--- src/rtl/core/rsp_pkg.sv ---
package rsp_pkg;

	// field widths
	localparam int TIME_W  = 48;
	localparam int CODE_W  = 32;
	localparam int CNT_W   = 5;
	localparam int CFG_IW  = 3;

	localparam int CRASH_SLOTS_DEF = 16;

	// register reset values
	localparam logic [31:0] INIT_BACKOFF_RST = 32'd250;
	localparam logic [31:0] MAX_BACKOFF_RST  = 32'd30000;
	localparam logic [31:0] HEALTHY_RST      = 32'd60000;
	localparam logic [31:0] HB_TIMEOUT_RST   = 32'd10000;
	localparam logic [31:0] WINDOW_RST       = 32'd60000;
	localparam logic [4:0]  LIMIT_RST        = 5'd5;

	// register indexes
	localparam logic [CFG_IW-1:0] CFG_INIT_BACKOFF = 3'd0;
	localparam logic [CFG_IW-1:0] CFG_MAX_BACKOFF  = 3'd1;
	localparam logic [CFG_IW-1:0] CFG_HEALTHY_TIME = 3'd2;
	localparam logic [CFG_IW-1:0] CFG_HB_TIMEOUT   = 3'd3;
	localparam logic [CFG_IW-1:0] CFG_CRASH_WINDOW = 3'd4;
	localparam logic [CFG_IW-1:0] CFG_CRASH_LIMIT  = 3'd5;

	// opcodes
	localparam logic [2:0] OP_STARTED   = 3'd0;
	localparam logic [2:0] OP_HEARTBEAT = 3'd1;
	localparam logic [2:0] OP_TICK      = 3'd2;
	localparam logic [2:0] OP_EXITED    = 3'd3;
	localparam logic [2:0] OP_START_ERR = 3'd4;
	localparam logic [2:0] OP_SHUTDOWN  = 3'd5;
	localparam logic [2:0] OP_FORCE     = 3'd6;

	// status codes
	localparam logic [2:0] STS_IDLE     = 3'd0;
	localparam logic [2:0] STS_RUNNING  = 3'd1;
	localparam logic [2:0] STS_WAIT_RST = 3'd2;
	localparam logic [2:0] STS_HUNG     = 3'd3;
	localparam logic [2:0] STS_SHUTTING = 3'd4;
	localparam logic [2:0] STS_STOPPED  = 3'd5;
	localparam logic [2:0] STS_CUTOFF   = 3'd6;

	// stop reasons
	localparam logic [1:0] RSN_NONE       = 2'd0;
	localparam logic [1:0] RSN_CLEAN      = 2'd1;
	localparam logic [1:0] RSN_SHUTDOWN   = 2'd2;
	localparam logic [1:0] RSN_CRASH_LOOP = 2'd3;

	// event codes
	localparam logic [3:0] EV_NONE      = 4'd0;
	localparam logic [3:0] EV_STARTED   = 4'd1;
	localparam logic [3:0] EV_HEARTBEAT = 4'd2;
	localparam logic [3:0] EV_HEALTHY   = 4'd3;
	localparam logic [3:0] EV_STALE     = 4'd4;
	localparam logic [3:0] EV_RESTART   = 4'd5;
	localparam logic [3:0] EV_CUTOFF    = 4'd6;
	localparam logic [3:0] EV_CLEAN     = 4'd7;
	localparam logic [3:0] EV_SHUT_REQ  = 4'd8;
	localparam logic [3:0] EV_FORCE     = 4'd9;
	localparam logic [3:0] EV_SHUT_DONE = 4'd10;

	typedef struct packed {
		logic [2:0]        opcode;
		logic [TIME_W-1:0] time_ms;
		logic [CODE_W-1:0] exit_code;
	} in_item_t;

	typedef struct packed {
		logic [2:0]        status;
		logic [1:0]        stop_reason;
		logic [3:0]        event_code;
		logic              restart;
		logic [31:0]       restart_delay;
		logic              terminate_child;
		logic              graceful_stop;
		logic              force_terminate;
		logic [CNT_W-1:0]  crash_count;
		logic [CODE_W-1:0] exit_code_out;
		logic [TIME_W-1:0] time_out;
	} out_item_t;

	typedef struct packed {
		logic [31:0] initial_backoff;
		logic [31:0] max_backoff;
		logic [31:0] healthy_time;
		logic [31:0] heartbeat_timeout;
		logic [31:0] crash_window;
		logic [4:0]  crash_limit;
	} cfg_t;

	// crash ring commands
	typedef struct packed {
		logic pop;
		logic push;
	} ring_cmd_t;

	typedef enum logic [2:0] {
		ST_IDLE,
		ST_EXEC,
		ST_PRUNE,
		ST_PUSH,
		ST_EMIT
	} fsm_t;

	// now - then >= span, never true when then lies in the future
	function automatic logic elapsed(input logic [TIME_W-1:0] now,
	                                 input logic [TIME_W-1:0] then_t,
	                                 input logic [31:0] span);
		logic [TIME_W:0] d;
		d = {1'b0, now} - {1'b0, then_t};
		return !d[TIME_W] && (d[TIME_W-1:0] >= {{(TIME_W-32){1'b0}}, span});
	endfunction

	// now - then > span, for pruning
	function automatic logic older_than(input logic [TIME_W-1:0] now,
	                                    input logic [TIME_W-1:0] then_t,
	                                    input logic [31:0] span);
		logic [TIME_W:0] d;
		d = {1'b0, now} - {1'b0, then_t};
		return !d[TIME_W] && (d[TIME_W-1:0] > {{(TIME_W-32){1'b0}}, span});
	endfunction

	function automatic logic [31:0] double_capped(input logic [31:0] v,
	                                              input logic [31:0] cap);
		logic [32:0] d;
		d = {v, 1'b0};
		if (v >= cap)
			return cap;
		return (d < {1'b0, cap}) ? d[31:0] : cap;
	endfunction

endpackage

--- src/rtl/core/rsp_cell.sv ---
module rsp_cell
	import rsp_pkg::*;
(
	input  logic              clk,
	input  logic              shift,
	input  logic              load,
	input  logic [TIME_W-1:0] nb_data,
	input  logic [TIME_W-1:0] wdata,
	output logic [TIME_W-1:0] data
);

	logic [TIME_W-1:0] data_q;

	// a write wins over taking the neighbor's entry
	always_ff @(posedge clk) begin
		if (load) begin
			data_q <= wdata;
		end else if (shift) begin
			data_q <= nb_data;
		end
	end

	assign data = data_q;

endmodule

--- src/rtl/core/rsp_ring.sv ---
module rsp_ring
	import rsp_pkg::*;
#(
	parameter int SLOTS = CRASH_SLOTS_DEF
) (
	input  logic                         clk,
	input  ring_cmd_t                    cmd,
	input  logic [$clog2(SLOTS+1)-1:0]   fill,
	input  logic [TIME_W-1:0]            push_data,
	output logic [TIME_W-1:0]            head
);

	localparam int FILL_W = $clog2(SLOTS + 1);

	logic [TIME_W-1:0] cell_data [SLOTS];
	logic              full;
	logic              shift;

	// oldest entry sits in cell 0; a pop moves everything one cell down
	assign full  = (fill == FILL_W'(SLOTS));
	assign shift = cmd.pop || (cmd.push && full);
	assign head  = cell_data[0];

	for (genvar i = 0; i < SLOTS; i++) begin : g_cell
		logic              load;
		logic [TIME_W-1:0] nb;

		// full ring: drop the oldest and write at the tail cell
		assign load = cmd.push && (full ? (i == SLOTS - 1) : (fill == FILL_W'(i)));

		if (i == SLOTS - 1) begin : g_last
			assign nb = push_data;
		end else begin : g_mid
			assign nb = cell_data[i+1];
		end

		rsp_cell u_cell (
			.clk     (clk),
			.shift   (shift),
			.load    (load),
			.nb_data (nb),
			.wdata   (push_data),
			.data    (cell_data[i])
		);
	end

endmodule

--- src/rtl/core/restart_supervisor_policy_core.sv ---
// Flow: an accepted beat passes through the states EXEC and EMIT; a failure event (start
// failed, bad exit) passes through EXEC, PRUNE, PUSH and EMIT, and the PRUNE walk pops one
// expired crash entry per cycle from the oldest end. A new beat is taken only in IDLE, after
// the last result has moved into the output register; a result held there by out_ready low
// keeps the next result waiting in EMIT.
// Reset (arst_n low): registers to defaults, flags cleared, crash ring empty,
// next delay equal to initial_backoff; crash entries themselves are not cleared.
module restart_supervisor_policy_core
	import rsp_pkg::*;
#(
	parameter int CRASH_SLOTS = CRASH_SLOTS_DEF
) (
	input  logic              clk,
	input  logic              arst_n,
	input  logic              in_valid,
	output logic              in_ready,
	input  in_item_t          in_data,
	output logic              out_valid,
	input  logic              out_ready,
	output out_item_t         out_data,
	input  logic              cfg_we,
	input  logic [CFG_IW-1:0] cfg_idx,
	input  logic [31:0]       cfg_wdata
);

	localparam int FILL_W = $clog2(CRASH_SLOTS + 1);
	localparam int CMP_W  = (FILL_W > CNT_W) ? FILL_W : CNT_W;

	fsm_t state_q, state_nxt;

	cfg_t              cfg_q;
	logic [2:0]        status_q;
	logic [1:0]        reason_q;
	logic              running_q, shutdown_q, hung_q, healthy_q;
	logic [TIME_W-1:0] start_q, hb_q;
	logic [31:0]       delay_q;
	logic [FILL_W-1:0] fill_q;
	in_item_t          item_q;
	out_item_t         res_q, out_q;
	logic              out_valid_q;

	ring_cmd_t         ring_cmd;
	logic [TIME_W-1:0] ring_head;
	logic              prune_hit;
	logic              ring_full;
	logic              out_free;

	// event decode results
	logic [2:0]        ex_status;
	logic [1:0]        ex_reason;
	logic              ex_running, ex_shutdown, ex_hung, ex_healthy;
	logic [TIME_W-1:0] ex_start, ex_hb;
	logic              ex_clear, ex_fail;
	logic [3:0]        ex_ev;
	logic              ex_term, ex_grace, ex_force;
	logic [CODE_W-1:0] ex_xout;

	// failure decision
	logic [FILL_W-1:0] fill_after;
	logic [4:0]        limit;
	logic [31:0]       cap;
	logic              cutoff;
	out_item_t         fail_res;

	// crash ring
	rsp_ring #(
		.SLOTS (CRASH_SLOTS)
	) u_ring (
		.clk       (clk),
		.cmd       (ring_cmd),
		.fill      (fill_q),
		.push_data (item_q.time_ms),
		.head      (ring_head)
	);

	assign prune_hit = (fill_q != '0) &&
	                   older_than(item_q.time_ms, ring_head, cfg_q.crash_window);
	assign ring_full = (fill_q == FILL_W'(CRASH_SLOTS));
	assign out_free  = !out_valid_q || out_ready;

	// event decode
	always_comb begin
		ex_status   = status_q;
		ex_reason   = reason_q;
		ex_running  = running_q;
		ex_shutdown = shutdown_q;
		ex_hung     = hung_q;
		ex_healthy  = healthy_q;
		ex_start    = start_q;
		ex_hb       = hb_q;
		ex_clear    = 1'b0;
		ex_fail     = 1'b0;
		ex_ev       = EV_NONE;
		ex_term     = 1'b0;
		ex_grace    = 1'b0;
		ex_force    = 1'b0;
		ex_xout     = '0;
		case (item_q.opcode)
			OP_STARTED: begin
				ex_running = 1'b1;
				ex_hung    = 1'b0;
				ex_healthy = 1'b0;
				ex_start   = item_q.time_ms;
				ex_hb      = item_q.time_ms;
				ex_status  = shutdown_q ? STS_SHUTTING : STS_RUNNING;
				ex_reason  = RSN_NONE;
				ex_ev      = EV_STARTED;
			end
			OP_HEARTBEAT: begin
				if (running_q && !shutdown_q) begin
					ex_hb = item_q.time_ms;
					ex_ev = EV_HEARTBEAT;
					if (!healthy_q && elapsed(item_q.time_ms, start_q, cfg_q.healthy_time)) begin
						ex_clear   = 1'b1;
						ex_healthy = 1'b1;
						ex_ev      = EV_HEALTHY;
					end
				end
			end
			OP_TICK: begin
				if (running_q && !shutdown_q && !hung_q) begin
					if (!healthy_q && elapsed(item_q.time_ms, start_q, cfg_q.healthy_time)) begin
						ex_clear   = 1'b1;
						ex_healthy = 1'b1;
						ex_ev      = EV_HEALTHY;
					end
					if (elapsed(item_q.time_ms, hb_q, cfg_q.heartbeat_timeout)) begin
						ex_hung   = 1'b1;
						ex_status = STS_HUNG;
						ex_ev     = EV_STALE;
						ex_term   = 1'b1;
					end
				end
			end
			OP_EXITED: begin
				ex_running = 1'b0;
				if (shutdown_q) begin
					ex_status = STS_STOPPED;
					ex_reason = RSN_SHUTDOWN;
					ex_ev     = EV_SHUT_DONE;
					ex_xout   = item_q.exit_code;
				end else if (item_q.exit_code == '0 && !hung_q) begin
					ex_status = STS_STOPPED;
					ex_reason = RSN_CLEAN;
					ex_ev     = EV_CLEAN;
				end else begin
					ex_fail = 1'b1;
				end
			end
			OP_START_ERR: begin
				ex_fail = 1'b1;
			end
			OP_SHUTDOWN: begin
				ex_shutdown = 1'b1;
				if (running_q) begin
					ex_status = STS_SHUTTING;
					ex_reason = RSN_NONE;
					ex_ev     = EV_SHUT_REQ;
					ex_grace  = 1'b1;
				end else begin
					ex_status = STS_STOPPED;
					ex_reason = RSN_SHUTDOWN;
					ex_ev     = EV_SHUT_DONE;
				end
			end
			OP_FORCE: begin
				if (shutdown_q && running_q) begin
					ex_status = STS_SHUTTING;
					ex_ev     = EV_FORCE;
					ex_force  = 1'b1;
				end
			end
			default: begin
			end
		endcase
	end

	// failure: record crash, then cut off or schedule a restart
	always_comb begin
		fill_after = ring_full ? fill_q : fill_q + FILL_W'(1);
		limit      = (cfg_q.crash_limit == '0) ? 5'd1 : cfg_q.crash_limit;
		cap        = (cfg_q.max_backoff < cfg_q.initial_backoff) ?
		             cfg_q.initial_backoff : cfg_q.max_backoff;
		cutoff     = CMP_W'(fill_after) >= CMP_W'(limit);

		fail_res                 = '0;
		fail_res.status          = cutoff ? STS_CUTOFF : STS_WAIT_RST;
		fail_res.stop_reason     = cutoff ? RSN_CRASH_LOOP : reason_q;
		fail_res.event_code      = cutoff ? EV_CUTOFF : EV_RESTART;
		fail_res.restart         = !cutoff;
		fail_res.restart_delay   = cutoff ? 32'd0 : delay_q;
		fail_res.crash_count     = CNT_W'(fill_after);
		fail_res.exit_code_out   = (item_q.opcode == OP_EXITED) ? item_q.exit_code : '0;
		fail_res.time_out        = item_q.time_ms;
	end

	// next state
	always_comb begin
		state_nxt = state_q;
		case (state_q)
			ST_IDLE:  if (in_valid) state_nxt = ST_EXEC;
			ST_EXEC:  state_nxt = ex_fail ? ST_PRUNE : ST_EMIT;
			ST_PRUNE: if (!prune_hit) state_nxt = ST_PUSH;
			ST_PUSH:  state_nxt = ST_EMIT;
			ST_EMIT:  if (out_free) state_nxt = ST_IDLE;
			default:  state_nxt = ST_IDLE;
		endcase
	end

	// state-driven controls
	always_comb begin
		in_ready      = 1'b0;
		ring_cmd.pop  = 1'b0;
		ring_cmd.push = 1'b0;
		case (state_q)
			ST_IDLE:  in_ready = 1'b1;
			ST_PRUNE: ring_cmd.pop = prune_hit;
			ST_PUSH:  ring_cmd.push = 1'b1;
			default: begin
			end
		endcase
	end

	always_ff @(posedge clk or negedge arst_n) begin
		if (!arst_n) begin
			state_q <= ST_IDLE;
		end else begin
			state_q <= state_nxt;
		end
	end

	// configuration registers; initial_backoff also reloads the delay
	always_ff @(posedge clk or negedge arst_n) begin
		if (!arst_n) begin
			cfg_q.initial_backoff   <= INIT_BACKOFF_RST;
			cfg_q.max_backoff       <= MAX_BACKOFF_RST;
			cfg_q.healthy_time      <= HEALTHY_RST;
			cfg_q.heartbeat_timeout <= HB_TIMEOUT_RST;
			cfg_q.crash_window      <= WINDOW_RST;
			cfg_q.crash_limit       <= LIMIT_RST;
		end else if (cfg_we) begin
			case (cfg_idx)
				CFG_INIT_BACKOFF: cfg_q.initial_backoff   <= cfg_wdata;
				CFG_MAX_BACKOFF:  cfg_q.max_backoff       <= cfg_wdata;
				CFG_HEALTHY_TIME: cfg_q.healthy_time      <= cfg_wdata;
				CFG_HB_TIMEOUT:   cfg_q.heartbeat_timeout <= cfg_wdata;
				CFG_CRASH_WINDOW: cfg_q.crash_window      <= cfg_wdata;
				CFG_CRASH_LIMIT:  cfg_q.crash_limit       <= cfg_wdata[4:0];
				default: begin
				end
			endcase
		end
	end

	// supervisor state
	always_ff @(posedge clk or negedge arst_n) begin
		if (!arst_n) begin
			status_q   <= STS_IDLE;
			reason_q   <= RSN_NONE;
			running_q  <= 1'b0;
			shutdown_q <= 1'b0;
			hung_q     <= 1'b0;
			healthy_q  <= 1'b0;
			start_q    <= '0;
			hb_q       <= '0;
			delay_q    <= INIT_BACKOFF_RST;
			fill_q     <= '0;
		end else begin
			if (cfg_we && cfg_idx == CFG_INIT_BACKOFF) begin
				delay_q <= cfg_wdata;
			end
			case (state_q)
				ST_EXEC: begin
					status_q   <= ex_status;
					reason_q   <= ex_reason;
					running_q  <= ex_running;
					shutdown_q <= ex_shutdown;
					hung_q     <= ex_hung;
					healthy_q  <= ex_healthy;
					start_q    <= ex_start;
					hb_q       <= ex_hb;
					if (ex_clear) begin
						fill_q  <= '0;
						delay_q <= cfg_q.initial_backoff;
					end
				end
				ST_PRUNE: begin
					if (prune_hit) fill_q <= fill_q - FILL_W'(1);
				end
				ST_PUSH: begin
					running_q <= 1'b0;
					fill_q    <= fill_after;
					status_q  <= fail_res.status;
					reason_q  <= fail_res.stop_reason;
					if (!cutoff) delay_q <= double_capped(delay_q, cap);
				end
				default: begin
				end
			endcase
		end
	end

	// input capture and result staging
	always_ff @(posedge clk) begin
		if (in_valid && in_ready) begin
			item_q <= in_data;
		end
		if (state_q == ST_EXEC && !ex_fail) begin
			res_q.status          <= ex_status;
			res_q.stop_reason     <= ex_reason;
			res_q.event_code      <= ex_ev;
			res_q.restart         <= 1'b0;
			res_q.restart_delay   <= '0;
			res_q.terminate_child <= ex_term;
			res_q.graceful_stop   <= ex_grace;
			res_q.force_terminate <= ex_force;
			res_q.crash_count     <= ex_clear ? '0 : CNT_W'(fill_q);
			res_q.exit_code_out   <= ex_xout;
			res_q.time_out        <= item_q.time_ms;
		end else if (state_q == ST_PUSH) begin
			res_q <= fail_res;
		end
		if (state_q == ST_EMIT && out_free) begin
			out_q <= res_q;
		end
	end

	// output register
	always_ff @(posedge clk or negedge arst_n) begin
		if (!arst_n) begin
			out_valid_q <= 1'b0;
		end else if (state_q == ST_EMIT && out_free) begin
			out_valid_q <= 1'b1;
		end else if (out_ready) begin
			out_valid_q <= 1'b0;
		end
	end

	assign out_valid = out_valid_q;
	assign out_data  = out_q;

	// checks
	a_fill_bound: assert property (@(posedge clk) disable iff (!arst_n)
		fill_q <= FILL_W'(CRASH_SLOTS))
		else $error("crash fill exceeds ring size");

	a_delay_only_on_restart: assert property (@(posedge clk) disable iff (!arst_n)
		out_valid_q |-> (out_q.restart || out_q.restart_delay == '0))
		else $error("restart delay without restart");

	a_cutoff_reason: assert property (@(posedge clk) disable iff (!arst_n)
		status_q == STS_CUTOFF |-> reason_q == RSN_CRASH_LOOP)
		else $error("cutoff status without crash loop reason");

	a_pop_nonempty: assert property (@(posedge clk) disable iff (!arst_n)
		ring_cmd.pop |-> (fill_q != '0 && state_q == ST_PRUNE))
		else $error("crash ring popped while empty");

endmodule

--- config.mk ---
export PLATFORM = sky130hd
export DESIGN_NAME = restart_supervisor_policy_core
export DESIGN_NICKNAME = d
export VERILOG_FILES = /design/src/rtl/core/rsp_pkg.sv /design/src/rtl/core/rsp_cell.sv /design/src/rtl/core/rsp_ring.sv /design/src/rtl/core/restart_supervisor_policy_core.sv
export SDC_FILE = /design/constraint.sdc
export NUM_CORES = 2
export LEC_CHECK = 0
export BUFFER_PORTS_ARGS = -buffer_cell sky130_fd_sc_hd__buf_4
export CAP_MARGIN = 20
export CORE_UTILIZATION = 40
export DETAILED_ROUTE_END_ITERATION = 10
export GPL_TIMING_DRIVEN = 0
export PLACE_DENSITY = 0.65
export SLEW_MARGIN = 20
export SYNTH_ARGS = -nofsm -noshare
export SYNTH_HDL_FRONTEND = slang
export SYNTH_SLANG_ARGS = --single-unit
export TNS_END_PERCENT = 50
--- constraint.sdc ---
create_clock -name clk -period 7.8 [get_ports clk]
set_input_delay 1.56 -clock clk [delete_from_list [all_inputs] [get_ports clk]]
set_output_delay 1.56 -clock clk [all_outputs]
set_load 0.02 [all_outputs]
# After elaboration in Yosys (flattened, before gate mapping)
# Index checks and enable logic that the tools add are counted.
[word_totals]
output_inout_bits = 132
register_bits = 1422
input_bits = 123
wordCells = 327
[classes]
n_addsub = 5
mux = 132
n_reduce_logical = 85
order_cmp = 7
n_eq_ne = 39
[op_table]
columns = ["op", "n"]
rows = [
  ["2-to-1 mux 48 bit", 33],
  ["2-to-1 mux 32 bit", 11],
  ["2-to-1 mux 130 bit", 2],
  ["subtractor 48 x 48 -> 49 bit", 3],
  [">= comparator 48 x 32 -> 1 bit", 2],
  ["case mux 48 bit (2 select lines)", 1],
  ["case mux 32 bit (2 select lines)", 1],
  ["greater-than comparator 48 x 32 -> 1 bit", 1],
  ["2-to-1 mux 1 bit", 43],
  ["nonzero test 2 bit", 21],
  ["== test 5 x 4 -> 1 bit, second input constant", 8],
  ["2-to-1 mux 3 bit", 12],
  ["less-than comparator 33 x 32 -> 1 bit", 1],
  [">= comparator 32 bit", 1],
  ["zero test 32 bit", 1],
  ["less-than comparator 32 bit", 1],
  ["logical AND 1 bit", 30],
  ["case mux 3 bit (5 select lines)", 2],
  ["case mux 4 bit (6 select lines)", 1],
  ["== test 5 x 3 -> 1 bit, second input constant", 4],
  ["2-to-1 mux 5 bit", 4],
  ["AND reduction 2 bit", 10],
  ["== test 3 x 2 -> 1 bit, second input constant", 6],
  ["== test 3 bit, second input constant", 6],
  ["25 further kinds", 63],
]

# Logic depth before layout (Yosys ltp)
[depth]
depth_word = 9
depth_mapped = 28

# By module
# From an unflattened synthesis, not the netlist that was laid out.
[hier_totals]
hier_cells = 5527
area_unflattened_um2 = 71398.5
[by_module_without_submodules]
columns = ["module", "seq_area_each_um2", "instances", "area_per_inst_um2", "cells_each"]
rows = [
  ["restart_supervisor_policy_core", 17802.1, 1, 38129.1, 3863],
  ["rsp_cell", 1441.4, 16, 2067.0, 102],
  ["rsp_ring", 0.0, 1, 197.7, 32],
]

# Worst setup path before layout
# OpenSTA, ideal clock, no wires.
[synth_path]
path_kind = "register to register"
startpoint = "reg item_q, in the netlist fail_res[0]"
endpoint = "reg u_ring.g_cell[6].u_cell.data_q[0] (enable)"
setup_ps = 706
setup_slack_ps = 600
t_required_ps = 7094
arrival_time_ps = 6494
path_stages_with_launch = 25
cell_sequence = "edfxtp_1 > inv_1 > clkbuf_1 > ha_1 > inv_1 > fa_1 > a211oi_1 > o21ai_1 > a31o_2 > o21ai_0 > o21ai_0 > a21boi_0 > xnor2_1 > ha_1 > nand4_1 > or4_1 > nor4_1 > mux2i_1 > o21ai_0 > o211ai_1 > nor3_1 > nand3_1 > or4_1 > o31ai_4 > nand3_1"
[synth_via]
elab_chain_len = 7
elab_cells_between_ends = 8
[synth_lines]
columns = ["element", "line_no", "text"]
rows = [
  ["start: declaration", "restart_supervisor_policy_core.sv:38", "in_item_t item_q;"],
  ["start signal: assignment", "restart_supervisor_policy_core.sv:306", "item_q <= in_data;"],
  ["subtractor 48 x 48 -> 49 bit *", "rsp_pkg.sv:121", "d = {1'b0, now} - {1'b0, then_t};"],
  ["greater-than comparator 48 x 32 -> 1 bit or zero test 1 bit (tied branches)", "rsp_pkg.sv:122", "return !d[TIME_W] && (d[TIME_W-1:0] > {{(TIME_W-32){1'b0}}, span});"],
  ["logical AND 1 bit *", "rsp_pkg.sv:122", ""],
  ["logical AND 1 bit *", "restart_supervisor_policy_core.sv:76", "assign prune_hit = (fill_q != '0) &&"],
  ["2-to-1 mux 1 bit *", "restart_supervisor_policy_core.sv:215", "case (state_q)"],
  ["logical OR 1 bit *", "rsp_ring.sv:21", "assign shift = cmd.pop || (cmd.push && full);"],
  ["nonzero test 2 bit (no source line) *", "-", ""],
  ["end signal: assignment", "rsp_cell.sv:17", "data_q <= wdata;"],
  ["end signal: assignment", "rsp_cell.sv:19", "data_q <= nb_data;"],
  ["end: declaration", "rsp_cell.sv:12", "logic [TIME_W-1:0] data_q;"],
]
# Mark *: on every way between the ends. The rest lies on a longest branch, timed or not.
# A chain may end at the register's enable or synchronous reset.

# Worst setup path after layout
[layout_path]
startpoint = "reg item_q, in the netlist fail_res[0]"
endpoint = "reg u_ring.g_cell[9].u_cell.data_q[0] (enable)"
[layout_via]
elab_chain_len = 7
elab_cells_between_ends = 8
[layout_lines]
columns = ["element", "line_no"]
rows = [
  ["subtractor 48 x 48 -> 49 bit *", "rsp_pkg.sv:121"],
  ["greater-than comparator 48 x 32 -> 1 bit or zero test 1 bit (tied branches)", "rsp_pkg.sv:122"],
  ["logical AND 1 bit *", "rsp_pkg.sv:122"],
  ["logical AND 1 bit *", "restart_supervisor_policy_core.sv:76"],
  ["2-to-1 mux 1 bit *", "restart_supervisor_policy_core.sv:215"],
  ["logical OR 1 bit *", "rsp_ring.sv:21"],
  ["nonzero test 2 bit (no source line) *", "-"],
  ["end signal: assignment", "rsp_cell.sv:17"],
  ["end signal: assignment", "rsp_cell.sv:19"],
  ["end: declaration", "rsp_cell.sv:12"],
]
# Marked as above.

==> impl_metrics.toml <==
[outcome]
status = "completed"

[detailed_routing]
routed_wl_um = 185000
routed_via_density = 5.34
ant_nets = 0
drc = 0
wl_per_cell_um = 21.9
drt_iter0_drc = 3130
vias = 45200
drtPass1Iterations = 6

[finish]
fin_nets = 6459
final_area_um2 = 81400
area_growth_pct = 15.9
final_cell_mix = "1,078 x edfxtp_1, 818 x mux2_2, 432 x nand2_1"
fillers = 15600
drive_gt1_share_pct = 24.5
final_cell_count_no_fill = 8449
final_common_cell = "edfxtp_1"

[timing]
setup_viol = 0
post-route-period-util_pct = 96.5
hold_viol = 0
slew_viol_final = 0
worst_pin_slew_ps = 1150
clock_skew_ps = 89.7
period_needed_ps = 7520
whs_ps = 390
relSlewSlack_pct = 22.8
max_freq_mhz = 133
grt_setup_unrepaired = "true"
setup_tns_ps = 0

[pwr]
power_frac_seq_pct = 37.0
switching_share_pct = 37.6
power_mw = 29.5
comb_power_share_pct = 38.0
p_sw_mw = 11.1
pwr-share-clk_pct = 25.0
power_density_nw_per_um2 = 363
p_leak_nw = 31.0
p_int_mw = 18.4
ir_worst_vdd_mv = 0.234

[worst_setup_path]
crit_required_ps = 8250
r2r_slack_ps = 280
cp_max_fo = 24
crit_start = "fail_res[0]"
critPathMaxStageDelay_ps = 590
timing.rr.start = "fail_res[0]"
reg2reg_to = "u_ring.g_cell[9].u_cell.data[0]"
crit_arrival_ps = 7970
worstSetupEndpointType = "register"
reg2regPathDepth = 28
startpoint_type = "register"
path_class = "register to register"
cpMaxStageDelayCell = "or4_1"

[place]
gp_congestion = 0.949
post-place-cells = 8128
port_buffers = 254
hpwl_um = 141000
placed_cell_area_um2 = 75500

[synth]
synth_top_family_by_area = "multiplexers"
ys_types = 106
synthArstFlopShare_pct = 21.9
ys_ff_latch = 1422
yosys_warnings = 0
synth_fa_ha_area_share_pct = 6.21
syn_area_um2 = 70200
ys_seq_area_share_pct = 58.2
yosys.area_share.simple_pct = 7.55
synth_compound_gate_area_share_pct = 9.83
syn_area_per_cell_um2 = 12.7
synthCells = 5533
syn_nets = 6003
synth_mux_area_share_pct = 13.3
synth-xor-area-share_pct = 1.40
ys.flop_type = "edfxtp_1"
synth-edff-count = 1078

[floorplanning]
fp.dieArea_um2 = 177000
die_x_um = 421
die_height_um = 421
initial_core_util_pct = 40.3
core_um2 = 174000
num_rows = 153
io_pins = 255

[worst_hold_path]
min_from = "res_q[84]"
holdPathStages = 0
min_path_type = "register to register"
holdPathEnd = "out_data[84]"

[cts]
cts-root-buf = "clkbuf_16"
clk_pin_slew_ps = 60
postCtsHoldBufs = 0
cts_tree = "done"
clock_latency_ps = 850
clk_path_buf_depth = 3
h-tree-depth = 4
cts_buffers = 156
cts_sinks = 1422

[global_routing]
grt_overflow = 0
grt_usage_pct = 20.3
grt_max_degree = 94
grt_pass1_wl_um = 275000
antenna_found_initial = 4
first_global_vias = 45300

[job]
max_cap_viol_count = 0
cells in the mapped netlist, drive strengths merged, types with 14 or more instances:
library cell / number / area (um^2)
nor2b: 24 / 150
nand3: 76 / 380
edfxtp: 1078 / 32400
inv: 343 / 1290
o21bai: 17 / 128
dfxtp: 33 / 661
a211oi: 25 / 188
dfstp: 40 / 1050
nor4: 21 / 131
o21a: 43 / 323
nand2: 446 / 1680
a21o: 105 / 790
dfrtp: 271 / 6780
nor2: 187 / 702
clkbuf: 187 / 712
and2: 100 / 627
a21oi: 252 / 1290
a22o: 16 / 141
a211o: 14 / 124
nor3: 48 / 240
nand2b: 37 / 234
ha: 344 / 4300
mux2: 818 / 9210
and3: 19 / 120
nand4: 92 / 576
xor2: 44 / 385
buf: 97 / 477
o21ai: 375 / 1880
a221o: 35 / 350
o211ai: 17 / 133
xnor2: 68 / 596
o31ai: 34 / 269
a31oi: 27 / 184
how the worst max path moves through the flow:
stage	endpoint	cells after the start	slack, ps
after floorplan	u_ring.g_cell[6].u_cell.data[0]	24	600
after global placement	u_ring.g_cell[6].u_cell.data[4]	24	-3530
after detailed placement	u_ring.g_cell[14].u_cell.data[5]	27	-2320
after CTS	u_ring.g_cell[14].u_cell.data[26]	26	4
after global routing	fill_q[3]	24	-40
final	u_ring.g_cell[9].u_cell.data[0]	28	280
area by class of cell:
type                            instances  area, um^2  share of cell area [%]
Buffer                                286        1250                    1.53
Clock buffer                          198        4160                    5.11
Multi-Input combinational cell       3488       27300                    33.6
Tap cell                             2325        2910                    3.57
Clock inverter                         92        1080                    1.33
Antenna cell                            3        7.51                 0.00922
Sequential cell                      1422       40900                    50.2
Timing Repair Buffer                  292        2500                    3.08
Inverter                              343        1290                    1.59
per-stage QoR:
step                      util (%)  setup WS, ps
after global placement        43.1         -3530
after CTS                     46.5          4.11
after detailed placement      43.4         -2320
after global routing          46.7         -36.9
final                         46.7           276
after floorplan                  -           600
layer usage:
layer | track usage [%] | vias to the layer above | wire length [um]
li1 | - | 21500 | -
met1 | 26.9 | 22400 | 81700
met2 | 34.1 | 1054 | 90200
met3 | 3.20 | 229 | 8640
met4 | 5.91 | 2 | 4880
met5 | 0 | - | 18
state kept, by name, indices dropped and copies added (netlist names):
register,flops
reason_q,2
u_ring.g_cell.u_cell.data,768
running_q,1
fail_res,48
status_q,3
out_valid,1
delay_q,32
item_q,35
hb_q,48
shutdown_q,1
healthy_q,1
fill_q,5
start_q,48
state_q,3
out_data,130
cfg_q,165
res_q,130
hung_q,1
what timing repair did:
action | in CTS | in global routing
pin swaps | 1 | 4
cloned | 0 | 7
resized for setup | 28 | 15
buffers inserted | 6 | 14
setup endpoints to repair | 812 | 686
cell families (layout without fill, tap and decap cells):
kind of cell               count (synthesis)  after routing
AOI/OAI and AO/OA                       1083           1083
xor gates and xnor gates                 112            112
adders and majority gates                347            347
buffers and inverters                    629           1211
DFF                                     1422           1422
muxes                                    829            829
other                                      0              3
and+or+nand+nor                         1111           1117
critical path: cells and delay by family (launching register included):
kind            cells  cell delay [ps]
compound gates     11             2580
xor+xnor            1              260
fa+ha+maj           3              930
buf+inv             5              890
flops               1              520
simple gates        8             1950
power by group through the flow:
stage	clock network, mW	logic [mW]	registers [mW]
detailed placement	0	11.0	11.1
finish	7.39	11.2	10.9
floorplan	0	7.41	10.9
global route	7.85	12.5	11.1
global placement	0	10.7	11.2
CTS	7.56	11.1	10.9
Note: power is estimated with default switching activity, not from simulation.
